### src/rtl/lphs_pkg.sv
// Shared types and constants for the lift preset height sequencer.
package lphs_pkg;

  localparam int LVL_W  = 12;
  localparam int POS_W  = 24;
  localparam int JOG_W  = 16;
  localparam int MODE_W = 2;
  localparam int ADDR_W = 3;
  localparam int CFG_W  = 24;

  localparam logic [LVL_W-1:0] THRESH_RST = 12'd2048;
  localparam logic signed [POS_W-1:0] POS_MAX = 24'sh7FFFFF;
  localparam logic signed [POS_W-1:0] POS_MIN = -24'sh800000;

  typedef enum logic [MODE_W-1:0] {
    MODE_HOME   = 2'd0,
    MODE_SWITCH = 2'd1,
    MODE_SCALE  = 2'd2,
    MODE_MANUAL = 2'd3
  } mode_t;

  typedef enum logic [ADDR_W-1:0] {
    CFG_THRESH = 3'd0,
    CFG_HOME   = 3'd1,
    CFG_SWITCH = 3'd2,
    CFG_SCALE  = 3'd3,
    CFG_JOG    = 3'd4
  } cfg_idx_t;

  typedef struct packed {
    logic [LVL_W-1:0]        thresh;
    logic signed [POS_W-1:0] home_h;
    logic signed [POS_W-1:0] switch_h;
    logic signed [POS_W-1:0] scale_h;
    logic [JOG_W-1:0]        jog;
  } cfg_t;

  // sequencing state carried from one tick to the next
  typedef struct packed {
    mode_t mode;
    logic  armed;
    logic  dn_was;
    logic  up_was;
  } seq_t;

endpackage

### src/rtl/lift_preset_height_sequencer.sv
// Top level of the lift preset height sequencer.
// One control tick is taken per request on in_*, and each tick gives exactly one
// result on out_*. A tick is registered on entry, then passes through one layer of
// compare and add logic into the result register once that register is free or its
// result is taken on out_tready; a new tick is accepted every cycle unless a stalled
// result blocks the path, and the input register can take the next tick while a
// result still waits on out_tready, as long as the input register is empty.
// Configuration writes on cfg_* take effect at once and belong in idle periods.
module lift_preset_height_sequencer (
  input  logic                          clk,
  input  logic                          rst_n,
  input  logic                          in_tvalid,
  output logic                          in_tready,
  // [11:0] down_level, [23:12] up_level, [47:24] lift_position
  input  logic [47:0]                   in_tdata,
  output logic                          out_tvalid,
  input  logic                          out_tready,
  // [23:0] target_position, [25:24] mode_now, [31:26] zero
  output logic [31:0]                   out_tdata,
  input  logic                          cfg_we,
  input  logic [lphs_pkg::ADDR_W-1:0]   cfg_addr,
  input  logic [lphs_pkg::CFG_W-1:0]    cfg_wdata
);

  lphs_pkg::cfg_t cfg_r;

  logic                              in_v_r;
  logic [lphs_pkg::LVL_W-1:0]        dl_r;
  logic [lphs_pkg::LVL_W-1:0]        ul_r;
  logic signed [lphs_pkg::POS_W-1:0] pos_r;

  lphs_pkg::seq_t                    seq_r;
  lphs_pkg::seq_t                    seq_nxt;
  logic signed [lphs_pkg::POS_W-1:0] target_r;
  logic signed [lphs_pkg::POS_W-1:0] target_nxt;

  logic                              out_v_r;
  logic signed [lphs_pkg::POS_W-1:0] out_tgt_r;
  lphs_pkg::mode_t                   out_mode_r;

  logic advance;
  logic in_acc;

  assign advance   = in_v_r && (!out_v_r || out_tready);
  assign in_tready = !in_v_r || advance;
  assign in_acc    = in_tvalid && in_tready;

  always_ff @(posedge clk) begin
    if (!rst_n) begin
      cfg_r.thresh   <= lphs_pkg::THRESH_RST;
      cfg_r.home_h   <= '0;
      cfg_r.switch_h <= '0;
      cfg_r.scale_h  <= '0;
      cfg_r.jog      <= '0;
    end else if (cfg_we) begin
      unique case (cfg_addr)
        lphs_pkg::CFG_THRESH: cfg_r.thresh   <= cfg_wdata[lphs_pkg::LVL_W-1:0];
        lphs_pkg::CFG_HOME:   cfg_r.home_h   <= cfg_wdata[lphs_pkg::POS_W-1:0];
        lphs_pkg::CFG_SWITCH: cfg_r.switch_h <= cfg_wdata[lphs_pkg::POS_W-1:0];
        lphs_pkg::CFG_SCALE:  cfg_r.scale_h  <= cfg_wdata[lphs_pkg::POS_W-1:0];
        lphs_pkg::CFG_JOG:    cfg_r.jog      <= cfg_wdata[lphs_pkg::JOG_W-1:0];
        default: ;
      endcase
    end
  end

  // input register
  always_ff @(posedge clk) begin
    if (!rst_n) begin
      in_v_r <= 1'b0;
    end else if (in_tready) begin
      in_v_r <= in_tvalid;
    end
  end

  always_ff @(posedge clk) begin
    if (in_acc) begin
      dl_r  <= in_tdata[11:0];
      ul_r  <= in_tdata[23:12];
      pos_r <= in_tdata[47:24];
    end
  end

  lphs_mode u_mode (
    .cfg           (cfg_r),
    .down_level    (dl_r),
    .up_level      (ul_r),
    .lift_position (pos_r),
    .seq_cur       (seq_r),
    .seq_next      (seq_nxt)
  );

  lphs_target u_target (
    .cfg           (cfg_r),
    .mode          (seq_nxt.mode),
    .dn            (seq_nxt.dn_was),
    .up            (seq_nxt.up_was),
    .lift_position (pos_r),
    .target_cur    (target_r),
    .target_next   (target_nxt)
  );

  // sequencing state moves only when a tick is committed to the result register
  always_ff @(posedge clk) begin
    if (!rst_n) begin
      seq_r.mode   <= lphs_pkg::MODE_HOME;
      seq_r.armed  <= 1'b0;
      seq_r.dn_was <= 1'b0;
      seq_r.up_was <= 1'b0;
      target_r     <= '0;
      out_v_r      <= 1'b0;
    end else begin
      if (advance) begin
        seq_r    <= seq_nxt;
        target_r <= target_nxt;
        out_v_r  <= 1'b1;
      end else if (out_tready) begin
        out_v_r  <= 1'b0;
      end
    end
  end

  always_ff @(posedge clk) begin
    if (advance) begin
      out_tgt_r  <= target_nxt;
      out_mode_r <= seq_nxt.mode;
    end
  end

  assign out_tvalid = out_v_r;
  assign out_tdata  = {6'b0, out_mode_r, out_tgt_r};

endmodule

### src/rtl/lphs_mode.sv
// Trigger press detection and mode sequencing for one control tick.
module lphs_mode (
  input  lphs_pkg::cfg_t                    cfg,
  input  logic [lphs_pkg::LVL_W-1:0]        down_level,
  input  logic [lphs_pkg::LVL_W-1:0]        up_level,
  input  logic signed [lphs_pkg::POS_W-1:0] lift_position,
  input  lphs_pkg::seq_t                    seq_cur,
  output lphs_pkg::seq_t                    seq_next
);

  logic dn;
  logic up;

  assign dn = down_level > cfg.thresh;
  assign up = up_level > cfg.thresh;

  always_comb begin
    seq_next = seq_cur;
    seq_next.dn_was = dn;
    seq_next.up_was = up;

    // down release wins over a simultaneous up release
    if (!dn && seq_cur.dn_was) begin
      unique case (seq_cur.mode)
        lphs_pkg::MODE_SWITCH: seq_next.mode = lphs_pkg::MODE_HOME;
        lphs_pkg::MODE_SCALE:  seq_next.mode = lphs_pkg::MODE_SWITCH;
        lphs_pkg::MODE_MANUAL: begin
          if (seq_cur.armed) begin
            seq_next.mode  = lphs_pkg::MODE_SCALE;
            seq_next.armed = 1'b0;
          end
        end
        default: ;
      endcase
    end else if (!up && seq_cur.up_was) begin
      unique case (seq_cur.mode)
        lphs_pkg::MODE_HOME:   seq_next.mode = lphs_pkg::MODE_SWITCH;
        lphs_pkg::MODE_SWITCH: seq_next.mode = lphs_pkg::MODE_SCALE;
        default: ;
      endcase
    end

    // arm the way back to scale only if down went in at or below scale height
    if (dn && !seq_cur.dn_was && seq_next.mode == lphs_pkg::MODE_MANUAL &&
        lift_position <= cfg.scale_h)
      seq_next.armed = 1'b1;

    if (up && seq_next.mode == lphs_pkg::MODE_SCALE && lift_position >= cfg.scale_h)
      seq_next.mode = lphs_pkg::MODE_MANUAL;
  end

endmodule

### src/rtl/lphs_target.sv
// Target selection: preset heights or saturating manual jog.
module lphs_target (
  input  lphs_pkg::cfg_t                    cfg,
  input  lphs_pkg::mode_t                   mode,
  input  logic                              dn,
  input  logic                              up,
  input  logic signed [lphs_pkg::POS_W-1:0] lift_position,
  input  logic signed [lphs_pkg::POS_W-1:0] target_cur,
  output logic signed [lphs_pkg::POS_W-1:0] target_next
);

  localparam int SUM_W = lphs_pkg::POS_W + 2;

  logic signed [SUM_W-1:0] tgt_ext;
  logic signed [SUM_W-1:0] jog_ext;
  logic signed [SUM_W-1:0] sum;
  logic                    jog_down;

  assign tgt_ext  = SUM_W'(target_cur);
  assign jog_ext  = $signed({{(SUM_W-lphs_pkg::JOG_W){1'b0}}, cfg.jog});
  assign jog_down = dn && (lift_position > cfg.scale_h);
  assign sum      = jog_down ? (tgt_ext - jog_ext) : (tgt_ext + jog_ext);

  always_comb begin
    unique case (mode)
      lphs_pkg::MODE_HOME:   target_next = cfg.home_h;
      lphs_pkg::MODE_SWITCH: target_next = cfg.switch_h;
      lphs_pkg::MODE_SCALE:  target_next = cfg.scale_h;
      default: begin
        if (jog_down || up) begin
          if (sum > SUM_W'(lphs_pkg::POS_MAX))
            target_next = lphs_pkg::POS_MAX;
          else if (sum < SUM_W'(lphs_pkg::POS_MIN))
            target_next = lphs_pkg::POS_MIN;
          else
            target_next = sum[lphs_pkg::POS_W-1:0];
        end else begin
          target_next = target_cur;
        end
      end
    endcase
  end

endmodule

### config.mk
export PLATFORM = sky130hd
export DESIGN_NAME = lift_preset_height_sequencer
export DESIGN_NICKNAME = d
export VERILOG_FILES = /design/src/rtl/lphs_pkg.sv /design/src/rtl/lift_preset_height_sequencer.sv /design/src/rtl/lphs_mode.sv /design/src/rtl/lphs_target.sv
export SDC_FILE = /design/constraint.sdc
export NUM_CORES = 1
export LEC_CHECK = 0
export BUFFER_PORTS_ARGS = -buffer_cell sky130_fd_sc_hd__buf_2
export CAP_MARGIN = 25
export CORE_MARGIN = 2
export CORE_UTILIZATION = 30
export CTS_BUF_LIST = sky130_fd_sc_hd__clkbuf_16
export DETAILED_ROUTE_END_ITERATION = 6
export MAX_ROUTING_LAYER = met4
export PLACE_DENSITY_LB_ADDON = 0.12
export SYNTH_ARGS = -nofsm -noshare
export SYNTH_HDL_FRONTEND = slang
export SYNTH_SLANG_ARGS = --single-unit
export TNS_END_PERCENT = 20
### constraint.sdc
create_clock -name clk -period 6.7 [get_ports clk]
set_clock_uncertainty 0.15 [all_clocks]
set_input_delay 0.335 -clock clk [delete_from_list [all_inputs] [get_ports clk]]
set_output_delay 0.335 -clock clk [all_outputs]
set_load 0.02 [all_outputs]
# After elaboration in Yosys (flattened, before gate mapping)
# Index checks and enable logic that the tools add are counted.
# word_totals
ff_bits	205
in_bits	80
# classes
n_addsub	2
n_lt_le_gt_ge	7
n_eq_ne	11
n_mux	16
n_reduce_logical	30
# ops
op	n
24-bit two-way mux	3
24-bit case mux with 3 select lines	1
26-bit by 24-bit > comparator with 1-bit output (second input constant)	1
26-bit by 24-bit less-than comparator with 1-bit output (second input constant)	1
26-bit two-way mux	1
24-bit by 17-bit adder with 25-bit output	1
24-bit by 17-bit subtractor with 25-bit output	1
24-bit greater-or-equal comparator	1
12-bit > comparator	2
24-bit > comparator	1
24-bit less-or-equal comparator	1
2-bit == test (second input constant)	5
1-bit logical AND	10
2-bit AND reduction	5
3-bit by 2-bit == test with 1-bit output (second input constant)	2
2-bit two-way mux	3
2-bit case mux with 3 select lines	1
2-bit nonzero test	3
1-bit zero test	5
1-bit two-way mux	5
2-bit by 1-bit == test with 1-bit output (second input constant)	2
2-bit zero test	2
2-bit case mux with 2 select lines	1
3-bit by 1-bit == test with 1-bit output (second input constant)	1
5 further kinds	7

# Logic depth before layout (Yosys ltp)
# Gate-level depths: netlist of the first run.
# logic_depth
depth_word	11
depth_mapped	25
ltp_nobuf	21

# By module
# A second synthesis of the first run with hierarchy kept.
# hier_totals
cells_unflattened	1218
area_unflattened_um2	11322.1
# modules_own_cells
mod	instances	cells_each	area_per_inst_um2
lift_preset_height_sequencer	1	580	6770.2
lphs_target	1	452	3170.5
lphs_mode	1	186	1381.3

# Worst setup path after synthesis of the first run
# OpenSTA, ideal clock, no wires.
# synth_path
path_kind	register to register
from	register cfg_r[17] (netlist bit)
to	register target_r[10] (netlist bit)
arrival_time_ns	5.475
slack_ns	0.958
path_stages_with_launch	22
path_buffers	2
cell_sequence	dfxtp_1 -> inv_1 -> ha_1 -> nor2b_1 -> o211ai_1 -> a21oi_1 -> o41ai_1 -> a211oi_1 -> nor2_1 -> clkbuf_1 -> clkbuf_1 -> a21oi_1 -> fa_1 -> a211oi_1 -> nor2_1 -> o311ai_1 -> a31oi_1 -> a221oi_1 -> xor3_1 -> maj3_1 -> a221o_1 -> o211a_1
# synth_between
elab_chain_len	8
word_cells_on_any_way	16
cone_classes	4 x order compare; 2 x eq/ne; 6 x mux; 4 x reduce/logical
# synth_rtl
item	line	rtl
start, declared	lift_preset_height_sequencer.sv:25	lphs_pkg::cfg_t cfg_r;
24-bit > comparator	lphs_target.sv:21	assign jog_down = dn && (lift_position > cfg.scale_h);
1-bit logical AND	lphs_target.sv:21	
26-bit two-way mux	lphs_target.sv:22	assign sum = jog_down ? (tgt_ext - jog_ext) : (tgt_ext + jog_ext);
26-bit by 24-bit less-than comparator with 1-bit output	lphs_target.sv:33	else if (sum < SUM_W'(lphs_pkg::POS_MIN))
24-bit two-way mux	lphs_target.sv:33	
24-bit two-way mux	lphs_target.sv:31	if (sum > SUM_W'(lphs_pkg::POS_MAX))
24-bit two-way mux	lphs_target.sv:30	if (jog_down || up) begin
24-bit case mux with 3 select lines *	lphs_target.sv:25	unique case (mode)
via target_nxt (one bit)	lift_preset_height_sequencer.sv:35	logic signed [lphs_pkg::POS_W-1:0] target_nxt;
end signal, assigned	lift_preset_height_sequencer.sv:115	target_r <= target_nxt;
end, declared	lift_preset_height_sequencer.sv:34	logic signed [lphs_pkg::POS_W-1:0] target_r;
# The timed path passes the listed nets; every way through them passes the cells marked *.
# A chain may end at the register's enable or synchronous reset.

# Final worst setup path of the first run
# layout_path
from	register dl_r[11] (netlist bit)
to	register out_tgt_r[4] (netlist bit), data pin
# layout_between
elab_chain_len	10
word_cells_on_any_way	20
cone_classes	3 x order compare; 3 x eq/ne; 7 x mux; 7 x reduce/logical
# layout_rtl
item	line	rtl
start, declared	lift_preset_height_sequencer.sv:28	logic [lphs_pkg::LVL_W-1:0] dl_r;
start signal, assigned	lift_preset_height_sequencer.sv:78	dl_r <= in_tdata[11:0];
12-bit > comparator *	lphs_mode.sv:14	assign dn = down_level > cfg.thresh;
branches (longest 8 deep; another with 26-bit by 24-bit less-than comparator with 1-bit output)	n/a	
24-bit case mux with 3 select lines *	lphs_target.sv:25	
via target_nxt (one bit)	lift_preset_height_sequencer.sv:35	
end signal, assigned	lift_preset_height_sequencer.sv:125	out_tgt_r <= target_nxt;
end, declared	lift_preset_height_sequencer.sv:38	logic signed [lphs_pkg::POS_W-1:0] out_tgt_r;
# Mark *: on every way through the listed nets, which the timed path passes.

==> summary.txt, run 1 <==
STA
  – Min Tclk post-route: 6.146 ns
  – RSZ-0062 raised after global routing: no
  – # setup viols final: 0
  – Worst Max-Slew Pin Slew: 0.9518 ns
  – Setup TNS: 0 ns
  – Final Max Tran Viols: 0
  – Worst rel slew slack: 36.37%
  – Final Hold Fails: 0
  – Final period util: 91.74%
  – Fmax: 162.7 MHz

Drt
  – DR iter-0 viols: 564
  – Vias post-DR: 9685
  – Final wirelength: 37.27 mm
  – First-pass detailed-route iteration total: 5
  – Number of vias per cell: 5.095
  – Wirelength per Cell: 19.60 um
  – Antenna viol nets, final: 0
  – DRC: 0

Clock tree
  – Clock root cell: clkbuf_16
  – Clock Latency Late Sink: 0.58 ns
  – Cts bufs inserted: 26
  – CTS tree: yes
  – Post-CTS Setup Inserts: 0
  – Worst-path clk slew: 0.06 ns
  – H-tree depth: 1
  – Clk buf depth: 3
  – Clk sink count: 205

Worst setup path
  – Worst setup startpoint: dl_r[11]
  – Flop2flop setup slack: 0.55 ns
  – Crit path max fanout: 21
  – RR Startpoint: dl_r[11]
  – CP required: 6.82 ns
  – FF-to-FF path depth: 21
  – Crit path to: out_tgt_r[4]
  – Crit end category: register
  – RR Endpoint: out_tgt_r[4]
  – WP data arrival: 6.27 ns
  – Crit Path Class: reg2reg
  – Startpoint types: register

Min path
  – HP Start: rst_n
  – HP Class: in2reg

Power and ir drop
  – P_leak: 5.325 nW
  – Sequential share of power: 37.1%
  – Psw: 1.166 mW
  – Comb pwr share: 24.0%
  – P_int: 2.547 mW
  – Worst VDD drop: 0.0001867 V
  – Sw Ratio: 31.41%
  – Clk pwr share: 39.0%
  – Cell area power density: 271.0 nW/um^2

Cells and area
  – Core Util, Final: 37.79%
  – Area grow syn2layout: 24.94%
  – Nets: 1569
  – Layout cell share with drive strength beyond 1: 14.10%
  – # diodes: 0
  – Final instance area: 13700 um^2
  – Fillers: 3796

Global routing
  – GRT Overall Usage: 19.86%
  – Vias in the first global route: 9199
  – First-pass GRT wire length: 55.90 mm
  – Antenna violations before repair: 0
  – GR Overflow Total: 0
  – Largest net degree at the start of global routing: 95

Floorplanning
  – Num ports: 114
  – Standard-cell rows: 70
  – Die Width: 195.2 um
  – Initial core utilization: 30.24%
  – Die Height: 195.2 um
  – Core ar.: 36260 um^2
  – Die ar.: 38100 um^2

Run status
  – Status: completed

Synthesis
  – Cell Area, Synth: 10970 um^2
  – Post-Syn Instances: 1242
  – Seq/Total Area, Yosys: 44.18%
  – Post-synth cell types: 85
  – Mapped Avg Cell Area: 8.830 um^2
  – Async S/R FF share, synth: 0%
  – Top_reg_cell synth: dfxtp_1
  – Yosys reg bits: 205
  – Post-synth EDFFs: 74
  – Synth warn: 0

Placed design
  – Port bufs: 107
  – Post-DP HPWL: 26.94 mm
  – Placed cell areas: 12010 um^2
  – GP Congestion: 0.8557

Run
  – Max-cap violations: 0
-- cell usage after synthesis (10+ instances only) --
cell type  count  area, um^2
nor3_1        10       50.05
ha_1          75       938.4
xnor2_1       11       96.34
clkbuf_1      52       195.2
a21o_1        20       150.1
nand2_1      263       987.2
nand3_1       21       105.1
nand4_1       16       100.1
a21oi_1      166       830.8
o21a_1        11       82.58
nor2_1        46       172.7
xor2_1        24       210.2
o21ai_0       54       270.3
inv_1         55       206.5
a211oi_1      11       82.58
edfxtp_1      74        2222
o31ai_1       11       82.58
dfxtp_1      131        2623
a31oi_1       22       137.6
-- sequential cells by signal, summed over array words and instances, names as in the netlist, 2 cells and up --
register	cells
out_mode_r	2
seq_r	5
dl_r	12
pos_r	24
out_tgt_r	24
target_r	24
ul_r	12
cfg_r	100
-- critical path, cell delays in order, from the launching register on --
cell and delay, ns:
edfxtp_1 0.39, ha_1 0.34, nand4_1 0.10, nor2_1 0.16, o21ai_0 0.11, a32o_1 0.43
nor4_1 0.64, nor2_1 0.08, buf_4 0.23, nor2_1 0.11, a21oi_1 0.08, fa_1 0.46
a211oi_1 0.32, nor2_1 0.11, o311ai_1 0.39, a31oi_1 0.21, a221oi_1 0.27, buf_4 0.18
xnor3_2 0.41, nand2_2 0.18, a31oi_1 0.35, nand2_1 0.14
-- timing repair --
item / CTS / global route
hold buffers: 75 / 0
resized for setup: 0 / 5
endpoints found under the hold margin: 150 / 0
endpoints found under the setup margin: 0 / 30
-- power by group through the flow --
stage	Combinational (mW)	Clock, mW	Sequential [mW]
3_5_place_dp	0.835	0	1.40
2_1_floorplan	0.578	0	1.40
4_1_cts	0.873	1.48	1.38
3_3_place_gp	0.838	0	1.40
5_1_grt	0.974	1.53	1.38
6_report	0.889	1.45	1.38
-- stage by stage --
stage                     total power, mW  hold WS (ns)  std cells  worst slack (ns)
after global placement              2.241        0.2911       1776            0.4963
final                               3.713        0.1276       1901            0.5535
after floorplan                     1.983        0.2829       1247            0.9585
after global routing                3.883        0.1264       1901           0.09917
after detailed placement            2.239        0.2929       1777            0.4102
after CTS                           3.730        0.1015       1900            0.3474
-- routing by layer --
metal / track usage [%] / vias to the layer above / share of wire, %
li1: - / 4790 / -
met1: 26.26 / 4589 / 46
met2: 31.92 / 259 / 46
met3: 2.642 / 47 / 5.1
met4: 5.541 / 0 / 2.7
met5: - / - / 0
-- cell usage in the layout (no fill, tap or decap), types with 22 or more instances in the layout --
cell type and instances:
a21oi_1 166, a31oi_1 22, buf_2 107, clkbuf_16 26, dfxtp_1 131, dlygate4sd3_1 75
edfxtp_1 74, ha_1 75, inv_1 57, nand2_1 263, nor2_1 46, o21ai_0 54
xor2_1 24
-- logic make-up (layout without fill, tap and decap cells) --
family,Yosys count,in the layout,share of synthesized area (%)
and+or+nand+nor,403,403,16.17
DFF,205,205,44.18
other,1,6,0.03419
AOI/OAI and AO/OA,381,381,21.60
adders and majority gates,81,81,9.218
xor gates and xnor gates,37,37,3.229
muxes,11,11,1.038
buffers and inverters,123,309,4.541
-- area by class of cell --
type / count / area [um^2] / area share (%)
clock inverter: 22 / 234.0 / 1.708
tap: 468 / 585.6 / 4.274
inverter: 57 / 215.2 / 1.571
sequential: 205 / 4845 / 35.36
timing repair buffer: 204 / 1479 / 10.79
multi-input combinational: 919 / 5693 / 41.55
clock buffer: 26 / 650.6 / 4.748
-- worst min-delay path by stage --
stage,endpoint,slack (ns),depth (start not counted)
floorplan,cfg_r[59],0.28,2
global placement,cfg_r[65],0.29,2
detailed placement,cfg_r[79],0.29,2
CTS,cfg_r[99],0.10,3
global route,cfg_r[99],0.13,3
finish,cfg_r[99],0.13,3
(Power assumes the default switching activity.)
==> run 2: changes to the inputs <==
--- a/config.mk
+++ b/config.mk
@@ -15,5 +15,6 @@
 export PLACE_DENSITY_LB_ADDON = 0.12
 export SYNTH_ARGS = -nofsm -noshare
 export SYNTH_HDL_FRONTEND = slang
+export SYNTH_HIERARCHICAL = 1
 export SYNTH_SLANG_ARGS = --single-unit
 export TNS_END_PERCENT = 20
==> summary.txt, run 2 <==
Global routing
  – GRT busiest layer: met2
  – Met1 Use GR: 23.30% (-3.0 points)
  – First-pass GRT wire length: 52.76 mm (-5.6%)
  – GRT Overall Usage: 18.10% (-1.8 points)
  – GR Overflow Total: 0 (unchanged)
  – Largest net degree at the start of global routing: 102 (+7.4%)
  – M2 GR Usage: 29.80% (-2.1 points)
  – Grt met3 use: 2.351% (-0.29 points)
  – Vias in the first global route: 9076 (-1.3%)
  – Antenna violations before repair: 0 (unchanged)

Clock tree
  – Clock Latency Late Sink: 0.54 ns (-0.04 ns)
  – Worst-path clk slew: 0.06 ns (about the same)
  – Clk buf depth: 3 (unchanged)
  – H-tree depth: 1 (unchanged)
  – Cts bufs inserted: 26 (unchanged)
  – Clk sink count: 205 (unchanged)
  – CTS tree: yes
  – Clock root cell: clkbuf_16
  – Post-CTS Setup Inserts: 0 (unchanged)

Cells and area
  – Nets: 1562 (-0.45%)
  – Layout cell share with drive strength beyond 1: 15.14% (+1.0 points)
  – Area grow syn2layout: 22.79%
  – Most frequent cells in the layout: o21ai_0, dfxtp_1, nand2_1, nand3_1, buf_2
  – Fillers: 3804 (+0.21%)
  – Most common cell after layout, fill and taps aside: o21ai_0
  – # diodes: 0 (unchanged)
  – Top reg by flops: cfg_r
  – Final instance area: 13900 um^2 (+1.5%)
  – Flip-flop count of the largest register after layout: 100 (unchanged)

Worst setup path
  – Top delay family on crit path: compound AO/OA/AOI/OAI gates
  – WP data arrival: 6.50 ns (+0.23 ns)
  – CP required: 6.93 ns (+0.11 ns)
  – Highest cell delay on the worst timing path: 0.46 ns (-0.18 ns)
  – Crit-path slowest cell: fa_1
  – Startpoint types: register
  – Crit Path Class: reg2reg
  – Crit end category: register
  – CP bufs+invs: 3 (+1)
  – Crit path max fanout: 11 (-48%)

STA
  – Final Hold Fails: 0 (unchanged)
  – # setup viols final: 0 (unchanged)
  – Setup TNS: 0 ns (unchanged)
  – Fmax: 159.6 MHz (-1.9%)
  – RSZ-0062 raised after global routing: no
  – Min Tclk post-route: 6.266 ns (+0.1191 ns)
  – Setup ws final: 0.4344 ns (-0.1191 ns)
  – Final period util: 93.52% (+1.8 points)
  – Hold slack: 0.01736 ns (-0.1102 ns)
  – Worst rel slew slack: 40.15% (+3.8 points)
  – Worst Max-Slew Pin Slew: 0.8978 ns (-0.05394 ns)
  – Final Max Tran Viols: 0 (unchanged)

Power and ir drop
  – P_leak: 5.414 nW (+1.7%)
  – Tot Pwr: 3.312 mW (-11%)
  – Worst VDD drop: 0.0001853 V (-0.73%)
  – Cell area power density: 238.2 nW/um^2 (-12%)

Drt
  – Wirelength per Cell: 18.09 um (-7.7%)
  – Antenna viol nets, final: 0 (unchanged)
  – Number of vias per cell: 4.866 (-4.5%)
  – First-pass detailed-route iteration total: 5 (unchanged)
  – Final wirelength: 34.57 mm (-7.2%)
  – Vias post-DR: 9299 (-4.0%)
  – DR iter-0 viols: 453 (-20%)
  – DRC: 0 (unchanged)

Placed design
  – Post-DP HPWL: 25.71 mm (-4.6%)
  – Placed cell areas: 12500 um^2 (+4.1%)
  – Port bufs: 107 (unchanged)
  – Setup slack at placement: 0.04261 ns (-0.3676 ns)
  – GP Congestion: 0.8536 (-0.25%)

Synthesis
  – Cell Area, Synth: 11320 um^2 (+3.2%)
  – Seq/Total Area, Yosys: 42.79% (-1.4 points)
  – Top cell type's share of synthesized area: 23.16% (-0.75 points)
  – Top_reg_cell synth: dfxtp_1
  – Synth cell count leaders: o21ai_0, dfxtp_1, nand2_1
  – Count leader, synth: o21ai_0
  – Yosys top cell by area: dfxtp_1
  – Synth warn: 6 (+6)
  – Post-Syn Instances: 1218 (-1.9%)
  – Yosys reg bits: 205 (unchanged)
  – Mapped Avg Cell Area: 9.296 um^2 (+5.3%)
  – Post-synth cell types: 72 (-15%)
  – Async S/R FF share, synth: 0% (unchanged)
  – Post-synth EDFFs: 74 (unchanged)
  – Synth area leaders: dfxtp_1, edfxtp_1, ha_1, o21ai_0, nand3_1

Floorplanning
  – Die Height: 198.3 um (+1.6%)
  – Core ar.: 37400 um^2 (+3.1%)
  – Num ports: 114 (unchanged)
  – Die ar.: 39310 um^2 (+3.2%)
  – Die Width: 198.3 um (+1.6%)
  – Standard-cell rows: 71 (+1.4%)
  – Initial core utilization: 30.27% (about the same)

Run
  – Max-cap violations: 0 (unchanged)

Run status
  – Status: completed

Min path
  – HP Class: in2reg
==> run 2: cell count changes in the layout (fill, tap and decap cells not counted), sizes merged, moves of 17 or more <==
cell,before,now
nand3,22,111
dlygate4sd3,75,58
nand2,264,116
mux2i,8,47
a21oi,167,72
ha,75,100
a31oi,23,4
inv,58,90
o21ai,59,164
==> run 2: layout make-up <==
cell class / count / area [um^2] / area share, %
Clock buffer: 26 / 650.6 / 4.680
Clock inverter: 21 / 151.4 / 1.089
Inverter: 79 / 296.5 / 2.133
Multi-Input combinational cell: 870 / 5922 / 42.60
Sequential cell: 205 / 4845 / 34.85
Tap cell: 511 / 639.4 / 4.599
Timing Repair Buffer: 199 / 1398 / 10.05
==> run 2: kinds of logic after synthesis <==
logic type                 Yosys count  share of synthesized area [%]
muxes                               55                          5.249
other                                1                        0.03312
buffers and inverters              148                          5.526
AOI/OAI and AO/OA                  335                          17.91
DFF                                205                          42.79
adders and majority gates          102                          11.32
and+or+nand+nor                    338                          14.41
xor gates and xnor gates            34                          2.763
==> run 2: path summary, 6_finish.rpt <==
| path | cells after the start | slack, ns | start | endpoint |
|---|---|---|---|---|
| max | 25 | 0.43 | cfg_r[99] | target_r[19] |
| min | 3 | 0.02 | cfg_wdata[14] | cfg_r[78] |
| max reg2reg | 25 | 0.43 | cfg_r[99] | target_r[19] |
| min reg2reg | 2 | 0.31 | cfg_r[89] | cfg_r[89] |
==> run 2: where the power goes <==
group	switching [mW]	internal, mW
Combinational	0.377	0.251
Sequential	0.0255	1.34
Clock	0.547	0.776
Total	0.949	2.36
==> run 2: worst min-delay path, cell delays in order <==
cell and delay (ns):
buf_2 0.08, nand2_1 0.10, o21ai_0 0.15
==> run 2: repair_timing <==
action                                 4_1_cts  5_1_grt
endpoints found under the hold margin       70        0
gates resized for setup                      0        5
hold buffers                                58        0
setup endpoints to repair                    0       44
==> run 2: metal layers <==
metal | part of all wire [%] | wire length, um
met1 | 47 | 16240
met5 | 0 | 0
met3 | 3.6 | 1241
met4 | 2.8 | 975
met2 | 47 | 16120
==> run 2: metrics by stage <==
step / std cells / util, %
detailed placement: 1806 / 33.43
global placement: 1805 / 33.36
CTS: 1911 / 37.13
floorplan: 1223 / -
global route: 1911 / 37.17
finish: 1911 / 37.17
